<file path="config.mk">
export PLATFORM = sky130hd
export DESIGN_NAME = cif_text_tokenizer_top_flat
export DESIGN_NICKNAME = d
export VERILOG_FILES = /design/src/rtl/cif_tok_pkg.sv /design/src/rtl/cif_tok_in_if.sv /design/src/rtl/cif_tok_out_if.sv /design/src/rtl/cif_text_tokenizer_top.sv /design/src/rtl/cif_tok_in_reg.sv /design/src/rtl/cif_tok_core.sv /design/src/rtl/cif_tok_out_reg.sv /design/src/flat_wrapper.sv
export VERILOG_INCLUDE_DIRS = /design/src /design/src/rtl
export SDC_FILE = /design/constraint.sdc
export NUM_CORES = 1
export LEC_CHECK = 0
export BUFFER_PORTS_ARGS = -buffer_cell sky130_fd_sc_hd__buf_2
export CAP_MARGIN = 20
export CORE_UTILIZATION = 50
export DETAILED_ROUTE_END_ITERATION = 7
export GPL_TIMING_DRIVEN = 0
export PLACE_DENSITY = 0.69
export SETUP_SLACK_MARGIN = 0.5
export SLEW_MARGIN = 20
export SYNTH_ARGS = -nofsm -noshare
export SYNTH_HDL_FRONTEND = slang
export SYNTH_HIERARCHICAL = 1
export SYNTH_SLANG_ARGS = --single-unit
</file>
<file path="constraint.sdc">
create_clock -name clk -period 5.6 [get_ports clk]
set_input_delay 1.12 -clock clk [delete_from_list [all_inputs] [get_ports clk]]
set_output_delay 1.12 -clock clk [all_outputs]
set_load 0.03 [all_outputs]
</file>
<file path="src/rtl/assert_macros.svh">
// Assertion macros used by the tokenizer core; they use the module's clk and rst_n.
`ifndef ASSERT_MACROS_SVH
`define ASSERT_MACROS_SVH

// Same-cycle implication.
`define ASSERT_IMP(lbl, ante, cons, msg) \
  lbl: assert property (@(posedge clk) disable iff (!rst_n) (ante) |-> (cons)) else $error(msg);

// Next-cycle implication.
`define ASSERT_NXT(lbl, ante, cons, msg) \
  lbl: assert property (@(posedge clk) disable iff (!rst_n) (ante) |=> (cons)) else $error(msg);

`endif

</file>
<file path="src/rtl/cif_tok_pkg.sv">
// Types, character codes and helper functions for the CIF text tokenizer.
`timescale 1ns / 1ps
package cif_tok_pkg;

  localparam int CHAR_W  = 8;
  localparam int TOKEN_W = 32;
  localparam int CLASS_W = 3;

  localparam logic [CHAR_W-1:0] CH_TAB    = 8'h09;
  localparam logic [CHAR_W-1:0] CH_LF     = 8'h0A;
  localparam logic [CHAR_W-1:0] CH_CR     = 8'h0D;
  localparam logic [CHAR_W-1:0] CH_SPACE  = 8'h20;
  localparam logic [CHAR_W-1:0] CH_DQUOTE = 8'h22;
  localparam logic [CHAR_W-1:0] CH_HASH   = 8'h23;
  localparam logic [CHAR_W-1:0] CH_SQUOTE = 8'h27;
  localparam logic [CHAR_W-1:0] CH_DOT    = 8'h2E;
  localparam logic [CHAR_W-1:0] CH_SEMI   = 8'h3B;
  localparam logic [CHAR_W-1:0] CH_QMARK  = 8'h3F;
  localparam logic [CHAR_W-1:0] CH_USCORE = 8'h5F;
  localparam logic [CHAR_W-1:0] CH_UPPER_A = 8'h41;
  localparam logic [CHAR_W-1:0] CH_UPPER_Z = 8'h5A;

  localparam logic [CLASS_W-1:0] CLS_PLAIN  = 3'd0;
  localparam logic [CLASS_W-1:0] CLS_TAG    = 3'd1;
  localparam logic [CLASS_W-1:0] CLS_LOOP   = 3'd2;
  localparam logic [CLASS_W-1:0] CLS_STOP   = 3'd3;
  localparam logic [CLASS_W-1:0] CLS_PREFIX = 3'd4;

  typedef enum logic [2:0] {
    MODE_IDLE,
    MODE_COMMENT,
    MODE_BARE,
    MODE_QUOTED,
    MODE_QPEND,
    MODE_FIELD
  } mode_t;

  typedef enum logic [2:0] {
    KW_NONE,
    KW_LOOP,
    KW_STOP,
    KW_DATA,
    KW_SAVE,
    KW_S
  } kw_t;

  typedef struct packed {
    logic [CHAR_W-1:0] ch;
    logic              is_end;
  } tok_item_t;

  typedef struct packed {
    logic               has_token;
    logic [TOKEN_W-1:0] token_start;
    logic [TOKEN_W-1:0] token_len;
    logic               quoted;
    logic [CLASS_W-1:0] token_class;
    logic               is_null;
    logic               at_end;
  } tok_result_t;

  typedef struct packed {
    logic      valid;
    tok_item_t item;
  } tok_step_t;

  typedef struct packed {
    logic        valid;
    tok_result_t res;
  } tok_emit_t;

  function automatic logic is_ws(input logic [CHAR_W-1:0] c);
    return (c == CH_SPACE) || (c == CH_TAB) || (c == CH_CR) || (c == CH_LF);
  endfunction

  function automatic logic [CHAR_W-1:0] to_lower(input logic [CHAR_W-1:0] c);
    return (c >= CH_UPPER_A && c <= CH_UPPER_Z) ? (c | 8'h20) : c;
  endfunction

  // Expected lower-case letter of a keyword at a given index (0..4).
  function automatic logic [CHAR_W-1:0] kw_char(input kw_t k, input logic [2:0] idx);
    logic [CHAR_W-1:0] c;
    c = 8'h00;
    case (k)
      KW_LOOP: begin
        case (idx)
          3'd0: c = "l";
          3'd1: c = "o";
          3'd2: c = "o";
          3'd3: c = "p";
          3'd4: c = "_";
          default: c = 8'h00;
        endcase
      end
      KW_STOP: begin
        case (idx)
          3'd0: c = "s";
          3'd1: c = "t";
          3'd2: c = "o";
          3'd3: c = "p";
          3'd4: c = "_";
          default: c = 8'h00;
        endcase
      end
      KW_DATA: begin
        case (idx)
          3'd0: c = "d";
          3'd1: c = "a";
          3'd2: c = "t";
          3'd3: c = "a";
          3'd4: c = "_";
          default: c = 8'h00;
        endcase
      end
      KW_SAVE: begin
        case (idx)
          3'd0: c = "s";
          3'd1: c = "a";
          3'd2: c = "v";
          3'd3: c = "e";
          3'd4: c = "_";
          default: c = 8'h00;
        endcase
      end
      default: c = 8'h00;
    endcase
    return c;
  endfunction

endpackage

</file>
<file path="src/rtl/cif_tok_in_if.sv">
// Character input channel of the tokenizer.
`timescale 1ns / 1ps
interface cif_tok_in_if import cif_tok_pkg::*; ();
  logic              valid;
  logic              ready;
  logic [CHAR_W-1:0] ch;
  logic              is_end;

  modport source (output valid, ch, is_end, input ready);
  modport sink (input valid, ch, is_end, output ready);
endinterface

</file>
<file path="src/rtl/cif_tok_out_if.sv">
// Token result channel of the tokenizer.
`timescale 1ns / 1ps
interface cif_tok_out_if import cif_tok_pkg::*; ();
  logic               valid;
  logic               ready;
  logic               has_token;
  logic [TOKEN_W-1:0] token_start;
  logic [TOKEN_W-1:0] token_len;
  logic               quoted;
  logic [CLASS_W-1:0] token_class;
  logic               is_null;
  logic               at_end;

  modport source (output valid, has_token, token_start, token_len, quoted, token_class,
                  is_null, at_end, input ready);
  modport sink (input valid, has_token, token_start, token_len, quoted, token_class,
                is_null, at_end, output ready);
endinterface

</file>
<file path="src/rtl/cif_text_tokenizer_top.sv">
// Top level of the CIF text tokenizer.
// Usage:
//   in_if carries one text character per transaction (ch), or an end marker
//   (is_end = 1) that closes the text; out_if carries one token per transaction
//   with start offset, length, quoted flag, class and null mark.
//   Every end marker gives exactly one result with at_end set; has_token is 0
//   when no token was open. Offsets count from 0 and restart after each end.
// Timing:
//   A character is held in the input register, then scanned; the result (if
//   any) is registered in the result register and is shown on out_if from
//   there. Throughput is one character per cycle while no result waits with
//   out_if.ready low.
// Reset (rst_n low, synchronous): both channel registers empty, scanner
//   between tokens at offset 0 and at line start.
// Stall: while out_if.ready is low with a result waiting, the scanner holds;
//   the input register still accepts a character if it is empty, then in_if.ready drops.
`timescale 1ns / 1ps
module cif_text_tokenizer_top import cif_tok_pkg::*; #(
  parameter int OFFSET_BITS = 32
) (
  input  logic          clk,
  input  logic          rst_n,
  cif_tok_in_if.sink    in_if,
  cif_tok_out_if.source out_if
);

  tok_step_t stp;
  tok_emit_t em;
  logic      free;

  cif_tok_in_reg u_in_reg (
    .clk   (clk),
    .rst_n (rst_n),
    .in_if (in_if),
    .adv   (free),
    .stp   (stp)
  );

  cif_tok_core #(
    .OFFSET_BITS (OFFSET_BITS)
  ) u_core (
    .clk   (clk),
    .rst_n (rst_n),
    .stp   (stp),
    .em    (em)
  );

  cif_tok_out_reg u_out_reg (
    .clk    (clk),
    .rst_n  (rst_n),
    .em     (em),
    .free   (free),
    .out_if (out_if)
  );

endmodule

</file>
<file path="src/rtl/cif_tok_in_reg.sv">
// Input register: holds one accepted character until the scanner takes it.
`timescale 1ns / 1ps
module cif_tok_in_reg import cif_tok_pkg::*; (
  input  logic              clk,
  input  logic              rst_n,
  cif_tok_in_if.sink        in_if,
  input  logic              adv,
  output tok_step_t         stp
);

  logic      valid_r;
  logic      valid_nxt;
  tok_item_t item_r;
  logic      take;

  assign in_if.ready = !valid_r || adv;
  assign take        = in_if.valid && in_if.ready;

  always_comb begin
    valid_nxt = valid_r;
    if (take) begin
      valid_nxt = 1'b1;
    end else if (adv) begin
      valid_nxt = 1'b0;
    end
  end

  always_ff @(posedge clk) begin
    if (!rst_n) begin
      valid_r <= 1'b0;
    end else begin
      valid_r <= valid_nxt;
    end
  end

  always_ff @(posedge clk) begin
    if (take) begin
      item_r.ch     <= in_if.ch;
      item_r.is_end <= in_if.is_end;
    end
  end

  assign stp = '{valid: valid_r && adv, item: item_r};

endmodule

</file>
<file path="src/rtl/cif_tok_core.sv">
// Scanner state and per-character token logic.
`timescale 1ns / 1ps
`include "assert_macros.svh"
module cif_tok_core import cif_tok_pkg::*; #(
  parameter int OFFSET_BITS = 32
) (
  input  logic      clk,
  input  logic      rst_n,
  input  tok_step_t stp,
  output tok_emit_t em
);

  localparam int OB = OFFSET_BITS;

  mode_t             mode_r, mode_nxt;
  logic [OB-1:0]     pos_r, pos_nxt;
  logic [OB-1:0]     start_r, start_nxt;
  logic              qdbl_r, qdbl_nxt;
  logic              prev_nl_r, prev_nl_nxt;
  logic              fpn_r, fpn_nxt;
  logic [CHAR_W-1:0] fc_r, fc_nxt;
  kw_t               kw_r, kw_nxt;

  logic [CHAR_W-1:0] ch;
  logic [CHAR_W-1:0] lc;
  logic [CHAR_W-1:0] quote;
  logic [CHAR_W-1:0] fc_upd;
  logic              ws;
  logic              in_token;
  logic [OB-1:0]     pos_inc;
  logic [OB-1:0]     len0;
  logic [OB-1:0]     len1;
  logic [OB:0]       start_p1;

  function automatic logic [CLASS_W-1:0] bare_class(input logic [OB-1:0] len,
                                                    input logic [CHAR_W-1:0] fc,
                                                    input kw_t kw);
    logic [CLASS_W-1:0] cls;
    cls = CLS_PLAIN;
    if (fc == CH_USCORE && len > OB'(1)) begin
      cls = CLS_TAG;
    end else if (kw == KW_LOOP && len == OB'(5)) begin
      cls = CLS_LOOP;
    end else if (kw == KW_STOP && len == OB'(5)) begin
      cls = CLS_STOP;
    end else if ((kw == KW_DATA || kw == KW_SAVE) && len >= OB'(5)) begin
      cls = CLS_PREFIX;
    end
    return cls;
  endfunction

  function automatic logic null_mark(input logic [OB-1:0] len, input logic [CHAR_W-1:0] fc);
    return (len == OB'(1)) && (fc == CH_DOT || fc == CH_QMARK);
  endfunction

  assign ch       = stp.item.ch;
  assign lc       = to_lower(ch);
  assign ws       = is_ws(ch);
  assign quote    = qdbl_r ? CH_DQUOTE : CH_SQUOTE;
  assign in_token = (mode_r == MODE_BARE) || (mode_r == MODE_QUOTED) ||
                    (mode_r == MODE_QPEND) || (mode_r == MODE_FIELD);
  assign fc_upd   = (in_token && pos_r == start_r) ? ch : fc_r;
  assign pos_inc  = (pos_r == {OB{1'b1}}) ? pos_r : pos_r + OB'(1);
  assign len0     = (pos_r > start_r) ? pos_r - start_r : '0;
  assign start_p1 = {1'b0, start_r} + (OB+1)'(1);
  assign len1     = ({1'b0, pos_r} > start_p1) ? OB'({1'b0, pos_r} - start_p1) : '0;

  always_comb begin
    mode_nxt    = mode_r;
    pos_nxt     = pos_r;
    start_nxt   = start_r;
    qdbl_nxt    = qdbl_r;
    prev_nl_nxt = prev_nl_r;
    fpn_nxt     = fpn_r;
    fc_nxt      = fc_r;
    kw_nxt      = kw_r;
    em          = '0;

    if (stp.valid && stp.item.is_end) begin
      // Flush any open token, then return to the reset state.
      em.valid      = 1'b1;
      em.res.at_end = 1'b1;
      case (mode_r)
        MODE_BARE: begin
          em.res.has_token   = 1'b1;
          em.res.token_start = TOKEN_W'(start_r);
          em.res.token_len   = TOKEN_W'(len0);
          em.res.token_class = bare_class(len0, fc_r, kw_r);
          em.res.is_null     = null_mark(len0, fc_r);
        end
        MODE_QUOTED, MODE_FIELD: begin
          em.res.has_token   = 1'b1;
          em.res.token_start = TOKEN_W'(start_r);
          em.res.token_len   = TOKEN_W'(len0);
          em.res.quoted      = 1'b1;
          em.res.is_null     = null_mark(len0, fc_r);
        end
        MODE_QPEND: begin
          em.res.has_token   = 1'b1;
          em.res.token_start = TOKEN_W'(start_r);
          em.res.token_len   = TOKEN_W'(len1);
          em.res.quoted      = 1'b1;
          em.res.is_null     = null_mark(len1, fc_r);
        end
        default: begin
        end
      endcase
      mode_nxt    = MODE_IDLE;
      pos_nxt     = '0;
      start_nxt   = '0;
      qdbl_nxt    = 1'b0;
      prev_nl_nxt = 1'b1;
      fpn_nxt     = 1'b0;
      fc_nxt      = '0;
      kw_nxt      = KW_NONE;
    end else if (stp.valid) begin
      fc_nxt = fc_upd;
      case (mode_r)
        MODE_IDLE: begin
          if (ws) begin
          end else if (ch == CH_HASH) begin
            mode_nxt = MODE_COMMENT;
          end else if (ch == CH_SEMI && prev_nl_r) begin
            mode_nxt  = MODE_FIELD;
            start_nxt = pos_inc;
            fpn_nxt   = 1'b0;
            fc_nxt    = '0;
          end else if (ch == CH_SQUOTE || ch == CH_DQUOTE) begin
            mode_nxt  = MODE_QUOTED;
            qdbl_nxt  = (ch == CH_DQUOTE);
            start_nxt = pos_inc;
            fc_nxt    = '0;
          end else begin
            mode_nxt  = MODE_BARE;
            start_nxt = pos_r;
            fc_nxt    = ch;
            if (lc == "l") begin
              kw_nxt = KW_LOOP;
            end else if (lc == "d") begin
              kw_nxt = KW_DATA;
            end else if (lc == "s") begin
              kw_nxt = KW_S;
            end else begin
              kw_nxt = KW_NONE;
            end
          end
        end
        MODE_COMMENT: begin
          if (ch == CH_LF) begin
            mode_nxt = MODE_IDLE;
          end
        end
        MODE_BARE: begin
          if (ws) begin
            em.valid           = 1'b1;
            em.res.has_token   = 1'b1;
            em.res.token_start = TOKEN_W'(start_r);
            em.res.token_len   = TOKEN_W'(len0);
            em.res.token_class = bare_class(len0, fc_upd, kw_r);
            em.res.is_null     = null_mark(len0, fc_upd);
            mode_nxt           = MODE_IDLE;
          end else if (kw_r == KW_S) begin
            // Split the shared 's' prefix into stop_ or save_.
            if (lc == "t") begin
              kw_nxt = KW_STOP;
            end else if (lc == "a") begin
              kw_nxt = KW_SAVE;
            end else begin
              kw_nxt = KW_NONE;
            end
          end else if (kw_r != KW_NONE) begin
            if (len0 < OB'(5)) begin
              if (lc != kw_char(kw_r, len0[2:0])) begin
                kw_nxt = KW_NONE;
              end
            end else if (kw_r == KW_LOOP || kw_r == KW_STOP) begin
              kw_nxt = KW_NONE;
            end
          end
        end
        MODE_QUOTED: begin
          if (ch == quote) begin
            mode_nxt = MODE_QPEND;
          end
        end
        MODE_QPEND: begin
          // A repeated quote stays pending; whitespace closes; anything else reopens.
          if (ch == quote) begin
          end else if (ws) begin
            em.valid           = 1'b1;
            em.res.has_token   = 1'b1;
            em.res.token_start = TOKEN_W'(start_r);
            em.res.token_len   = TOKEN_W'(len1);
            em.res.quoted      = 1'b1;
            em.res.is_null     = null_mark(len1, fc_upd);
            mode_nxt           = MODE_IDLE;
          end else begin
            mode_nxt = MODE_QUOTED;
          end
        end
        MODE_FIELD: begin
          if (ch == CH_SEMI && fpn_r) begin
            em.valid           = 1'b1;
            em.res.has_token   = 1'b1;
            em.res.token_start = TOKEN_W'(start_r);
            em.res.token_len   = TOKEN_W'(len1);
            em.res.quoted      = 1'b1;
            em.res.is_null     = null_mark(len1, fc_upd);
            mode_nxt           = MODE_IDLE;
            fpn_nxt            = 1'b0;
          end else begin
            fpn_nxt = (ch == CH_LF);
          end
        end
        default: begin
          mode_nxt = MODE_IDLE;
        end
      endcase
      prev_nl_nxt = (ch == CH_LF);
      pos_nxt     = pos_inc;
    end
  end

  always_ff @(posedge clk) begin
    if (!rst_n) begin
      mode_r    <= MODE_IDLE;
      pos_r     <= '0;
      start_r   <= '0;
      qdbl_r    <= 1'b0;
      prev_nl_r <= 1'b1;
      fpn_r     <= 1'b0;
      fc_r      <= '0;
      kw_r      <= KW_NONE;
    end else begin
      mode_r    <= mode_nxt;
      pos_r     <= pos_nxt;
      start_r   <= start_nxt;
      qdbl_r    <= qdbl_nxt;
      prev_nl_r <= prev_nl_nxt;
      fpn_r     <= fpn_nxt;
      fc_r      <= fc_nxt;
      kw_r      <= kw_nxt;
    end
  end

  `ASSERT_IMP(a_bare_result_is_end, em.valid && !em.res.has_token, em.res.at_end, "tokenless result without end marker")
  `ASSERT_NXT(a_end_restarts, stp.valid && stp.item.is_end, mode_r == MODE_IDLE && pos_r == '0 && prev_nl_r, "scanner not restarted after end marker")
  `ASSERT_NXT(a_pos_monotonic, stp.valid && !stp.item.is_end, pos_r >= $past(pos_r), "position went backwards within text")

endmodule

</file>
<file path="src/rtl/cif_tok_out_reg.sv">
// Result register: holds one token transaction until the receiver takes it.
`timescale 1ns / 1ps
module cif_tok_out_reg import cif_tok_pkg::*; (
  input  logic         clk,
  input  logic         rst_n,
  input  tok_emit_t    em,
  output logic         free,
  cif_tok_out_if.source out_if
);

  logic        valid_r;
  logic        valid_nxt;
  tok_result_t res_r;

  assign free = !valid_r || out_if.ready;

  always_comb begin
    valid_nxt = valid_r;
    if (em.valid) begin
      valid_nxt = 1'b1;
    end else if (out_if.ready) begin
      valid_nxt = 1'b0;
    end
  end

  always_ff @(posedge clk) begin
    if (!rst_n) begin
      valid_r <= 1'b0;
    end else begin
      valid_r <= valid_nxt;
    end
  end

  always_ff @(posedge clk) begin
    if (em.valid) begin
      res_r <= em.res;
    end
  end

  assign out_if.valid       = valid_r;
  assign out_if.has_token   = res_r.has_token;
  assign out_if.token_start = res_r.token_start;
  assign out_if.token_len   = res_r.token_len;
  assign out_if.quoted      = res_r.quoted;
  assign out_if.token_class = res_r.token_class;
  assign out_if.is_null     = res_r.is_null;
  assign out_if.at_end      = res_r.at_end;

endmodule
</file>
<file path="src/flat_wrapper.sv">
// flat-port wrapper written by rule: the top's interface ports become plain ports
module cif_text_tokenizer_top_flat import cif_tok_pkg::*;
#(
  parameter int OFFSET_BITS = 32
)
  (clk, rst_n, in_if_valid, in_if_ch, in_if_is_end, in_if_ready, out_if_valid, out_if_has_token, out_if_token_start, out_if_token_len, out_if_quoted, out_if_token_class, out_if_is_null, out_if_at_end, out_if_ready);
  cif_tok_in_if in_if_i ();
  cif_tok_out_if out_if_i ();
  input  logic clk;
  input  logic rst_n;
  input wire logic [$bits(in_if_i.valid)-1:0] in_if_valid;
  input wire logic [$bits(in_if_i.ch)-1:0] in_if_ch;
  input wire logic [$bits(in_if_i.is_end)-1:0] in_if_is_end;
  output wire logic [$bits(in_if_i.ready)-1:0] in_if_ready;
  output wire logic [$bits(out_if_i.valid)-1:0] out_if_valid;
  output wire logic [$bits(out_if_i.has_token)-1:0] out_if_has_token;
  output wire logic [$bits(out_if_i.token_start)-1:0] out_if_token_start;
  output wire logic [$bits(out_if_i.token_len)-1:0] out_if_token_len;
  output wire logic [$bits(out_if_i.quoted)-1:0] out_if_quoted;
  output wire logic [$bits(out_if_i.token_class)-1:0] out_if_token_class;
  output wire logic [$bits(out_if_i.is_null)-1:0] out_if_is_null;
  output wire logic [$bits(out_if_i.at_end)-1:0] out_if_at_end;
  input wire logic [$bits(out_if_i.ready)-1:0] out_if_ready;
  assign in_if_i.valid = in_if_valid;
  assign in_if_i.ch = in_if_ch;
  assign in_if_i.is_end = in_if_is_end;
  assign in_if_ready = in_if_i.ready;
  assign out_if_valid = out_if_i.valid;
  assign out_if_has_token = out_if_i.has_token;
  assign out_if_token_start = out_if_i.token_start;
  assign out_if_token_len = out_if_i.token_len;
  assign out_if_quoted = out_if_i.quoted;
  assign out_if_token_class = out_if_i.token_class;
  assign out_if_is_null = out_if_i.is_null;
  assign out_if_at_end = out_if_i.at_end;
  assign out_if_i.ready = out_if_ready;
  cif_text_tokenizer_top #(.OFFSET_BITS(OFFSET_BITS)) u_core (.clk(clk), .rst_n(rst_n), .in_if(in_if_i), .out_if(out_if_i));
endmodule
</file>
==> results.ini <==
[setup_path]
cpPeakStageDelay_ns = 0.47
crit_chain = inv_4 > nor3_4 > and3_4 > and3_4 > nand4_1 > nor3_2 > and3_4 > and2_4 > buf_6 > nand2_1 > xnor2_1 > ha_1 > nand4_1 > nor2_4 > o21a_1 > or2_4 > a211o_1 > a21oi_1 > a311o_2 > or3_4 > buf_6 > nor2_2 > a21oi_1 > o22ai_1
worstPathArrival_ns = 5.25
critPathSlowestCell = a311o_2
critical_path_class = reg2reg
critical_path.top_delay_family = simple AND/OR/NAND/NOR gates
crit_fanout = 10
critPathBufInv = 3
cp_common_cell = and3_4
end_kind = flip-flop
critical_path_required_ns = 5.87
worst_setup_path_start_kind = flip-flop

[power_and_ir_drop]
p_sw_frac = 0.344
p_leak_nw = 5.20
internal_power_mw = 2.17
power_density_nw_per_um2 = 228
ir_drop_v = 0.000158
power_frac_seq = 0.397
comb_power_share = 0.238
p_sw_mw = 1.14
power_frac_clock = 0.365

[placement]
place_ws_ns = -0.300
place.gp.congestion = 0.937
post_dp_cell_area_um2 = 13700
port_buffers = 85
dpl.cell_count = 1990
hpwl_um = 32700

[clock_tree]
htree_levels = 4
cts_buffers = 17
cts_hold_buf = 0
cts_sinks = 163
clockBufferDepth = 2
cts_tree = done
clk-insertion-delay-late_ns = 0.44
path_clk_slew_ns = 0.08
cts_root_buf = clkbuf_16

[yosys]
async_flop_share = 0
seq_area_frac_synth = 0.318
avgSynthCellArea_um2 = 8.13
ys_warn_count = 6
ys_types = 84
synth_ff_type = dfxtp_1
synthesis.area_um2 = 12800
syn_inst = 1572
synth-seq-cells = 163
synth.net_count = 1653
synth-edff-count = 80

[finish]
multi_input_area_um2 = 8270
final_cell_mix = 164 x nor2_1, 124 x nand2_1, 105 x buf_2, 96 x a21oi_1, 87 x xnor2_1
fillCellCount = 2350
layout_commonest_cell = nor2_1
stdcell_count = 2028
diodes = 0
stdcell_area_um2 = 14500
final_nets = 1766
area_growth_pct = 13.6
drive_gt1_frac = 0.124
seqCellArea_um2 = 4070

[floorplan]
ios = 86
initial_core_util = 0.509
core_um2 = 25100
die_h_um = 162
dieArea_um2 = 26200
fp.dieW_um = 162
std_cell_rows = 58

[drt]
via_per_inst = 6.33
dr_total_vias = 12834
detail-route-antenna-nets = 0
wire_per_inst_um = 20.7
drcViolationCount = 0
wirelength_um = 41900
drt_first_pass_iters = 8
drt-initial-drc-count = 1415

[sta]
layout_setup_ws_ns = 0.620
final.setup.tns_ns = 0
fin_worst_skew_ns = 0.0130
setup_violations = 0
period_needed_ns = 4.98
holdWs_ns = 0.484
hold_viol_final = 0
rsz0062_at_grt = yes
tightestPinTransition_ns = 0.942
slew_violations = 0
fmax_mhz = 201
slew_headroom = 0.368
period_share = 0.889

[run]
cap_violations = 0

[global_route]
grt_pass1_vias = 11683
grt-ovfl-total = 0
grt_usage = 0.318
grt_use_met3 = 0.0409
grt_pass1_wl_um = 64600
grt_start_max_net_pins = 28
met1_usage = 0.460
grtUsageMet2 = 0.478
antenna_found_initial = 0
gr-max-usage-layer = met2

[hold_path]
min_path_type = reg2reg

[status]
status = completed

[path summary, 6_finish.rpt]
check / end / start / slack [ns] / cells after the start
max: u_core/u_out_reg/out_if.token_len[23] / u_core/u_core/start_r[3] / 0.62 / 24
min: u_core/u_core/prev_nl_r / u_core/u_core/prev_nl_r / 0.48 / 2
max reg2reg: u_core/u_out_reg/out_if.token_len[23] / u_core/u_core/start_r[3] / 0.62 / 24
min reg2reg: u_core/u_core/prev_nl_r / u_core/u_core/prev_nl_r / 0.48 / 2
[sequential cells by signal, indices dropped and copies added, names as in the netlist]
name	count
u_core/u_core/kw_r	3
u_core/u_out_reg/out_if.has_token	1
u_core/u_core/fpn_r	1
u_core/u_out_reg/out_if.at_end	1
u_core/u_core/start_r	32
u_core/u_core/fc_r	8
u_core/u_in_reg/valid_r	1
u_core/u_out_reg/out_if.token_class	3
u_core/u_in_reg/stp	9
u_core/u_out_reg/out_if.token_len	32
u_core/u_out_reg/out_if.token_start	32
u_core/u_core/pos_r	32
u_core/u_core/qdbl_r	1
u_core/u_out_reg/out_if.quoted	1
u_core/u_out_reg/out_if.valid	1
u_core/u_core/prev_nl_r	1
u_core/u_core/mode_r	3
u_core/u_out_reg/out_if.is_null	1
[synthesized netlist by cell type (39+ instances only)]
library cell | instances | area share
a21oi_1 | 97 | 0.038
xor2_1 | 60 | 0.041
nor2_1 | 167 | 0.049
inv_1 | 56 | 0.016
clkbuf_1 | 69 | 0.020
nor3_1 | 72 | 0.028
xnor2_1 | 89 | 0.061
nand4_1 | 44 | 0.022
o21ai_0 | 60 | 0.023
ha_1 | 66 | 0.065
edfxtp_1 | 80 | 0.19
o22ai_1 | 39 | 0.019
a22oi_1 | 50 | 0.029
nand2_1 | 124 | 0.036
nand3_1 | 55 | 0.022
dfxtp_1 | 83 | 0.13
[cell families after synthesis]
| group | Yosys count | synth area share |
|---|---|---|
| AO/OA/AOI/OAI | 429 | 0.222 |
| XOR/XNOR | 149 | 0.102 |
| adder cells (fa/ha/maj) | 68 | 0.0678 |
| buffers and inverters | 154 | 0.0477 |
| flip-flops | 163 | 0.318 |
| multiplexers | 10 | 0.00793 |
| AND/OR/NAND/NOR | 599 | 0.235 |
[layer usage]
metal  vias up  part of all wire
met5         -                 0
met4         0             0.032
met3        79             0.087
met2       639              0.43
met1      6077              0.45
li1       6039                 -
[area by class of cell]
| cell class | count | area share |
|---|---|---|
| Multi-Input combinational cell | 1255 | 0.570 |
| Sequential cell | 163 | 0.280 |
| Clock inverter | 14 | 0.0112 |
| Timing Repair Buffer | 94 | 0.0362 |
| Tap cell | 330 | 0.0284 |
| Buffer | 98 | 0.0299 |
| Clock buffer | 18 | 0.0296 |
| Inverter | 56 | 0.0146 |
[through the flow]
step,power [mW],utilization
after floorplan,1.88,-
final,3.31,0.578
after CTS,3.30,0.572
after detailed placement,2.09,0.545
after global placement,2.08,0.542
after global routing,3.44,0.578
[repair_timing]
action | CTS | global route
pin swaps | 4 | 10
setup endpoints to repair | 33 | 33
setup buffers | 2 | 4
gates resized for setup | 19 | 41
[worst min-delay path: stages, from the launching register on]
cell and delay (ns):
dfxtp_1 0.33, o21ai_0 0.07, nand2_1 0.06
[power groups by stage]
stage                     logic [mW]  clock network, mW  registers, mW
final                          0.789               1.21           1.32
after global routing           0.845               1.27           1.32
after CTS                      0.762               1.22           1.32
after detailed placement       0.750                  0           1.34
after global placement         0.739                  0           1.34
after floorplan                0.507                  0           1.37
No activity file was read; power rests on OpenSTA's default activity.
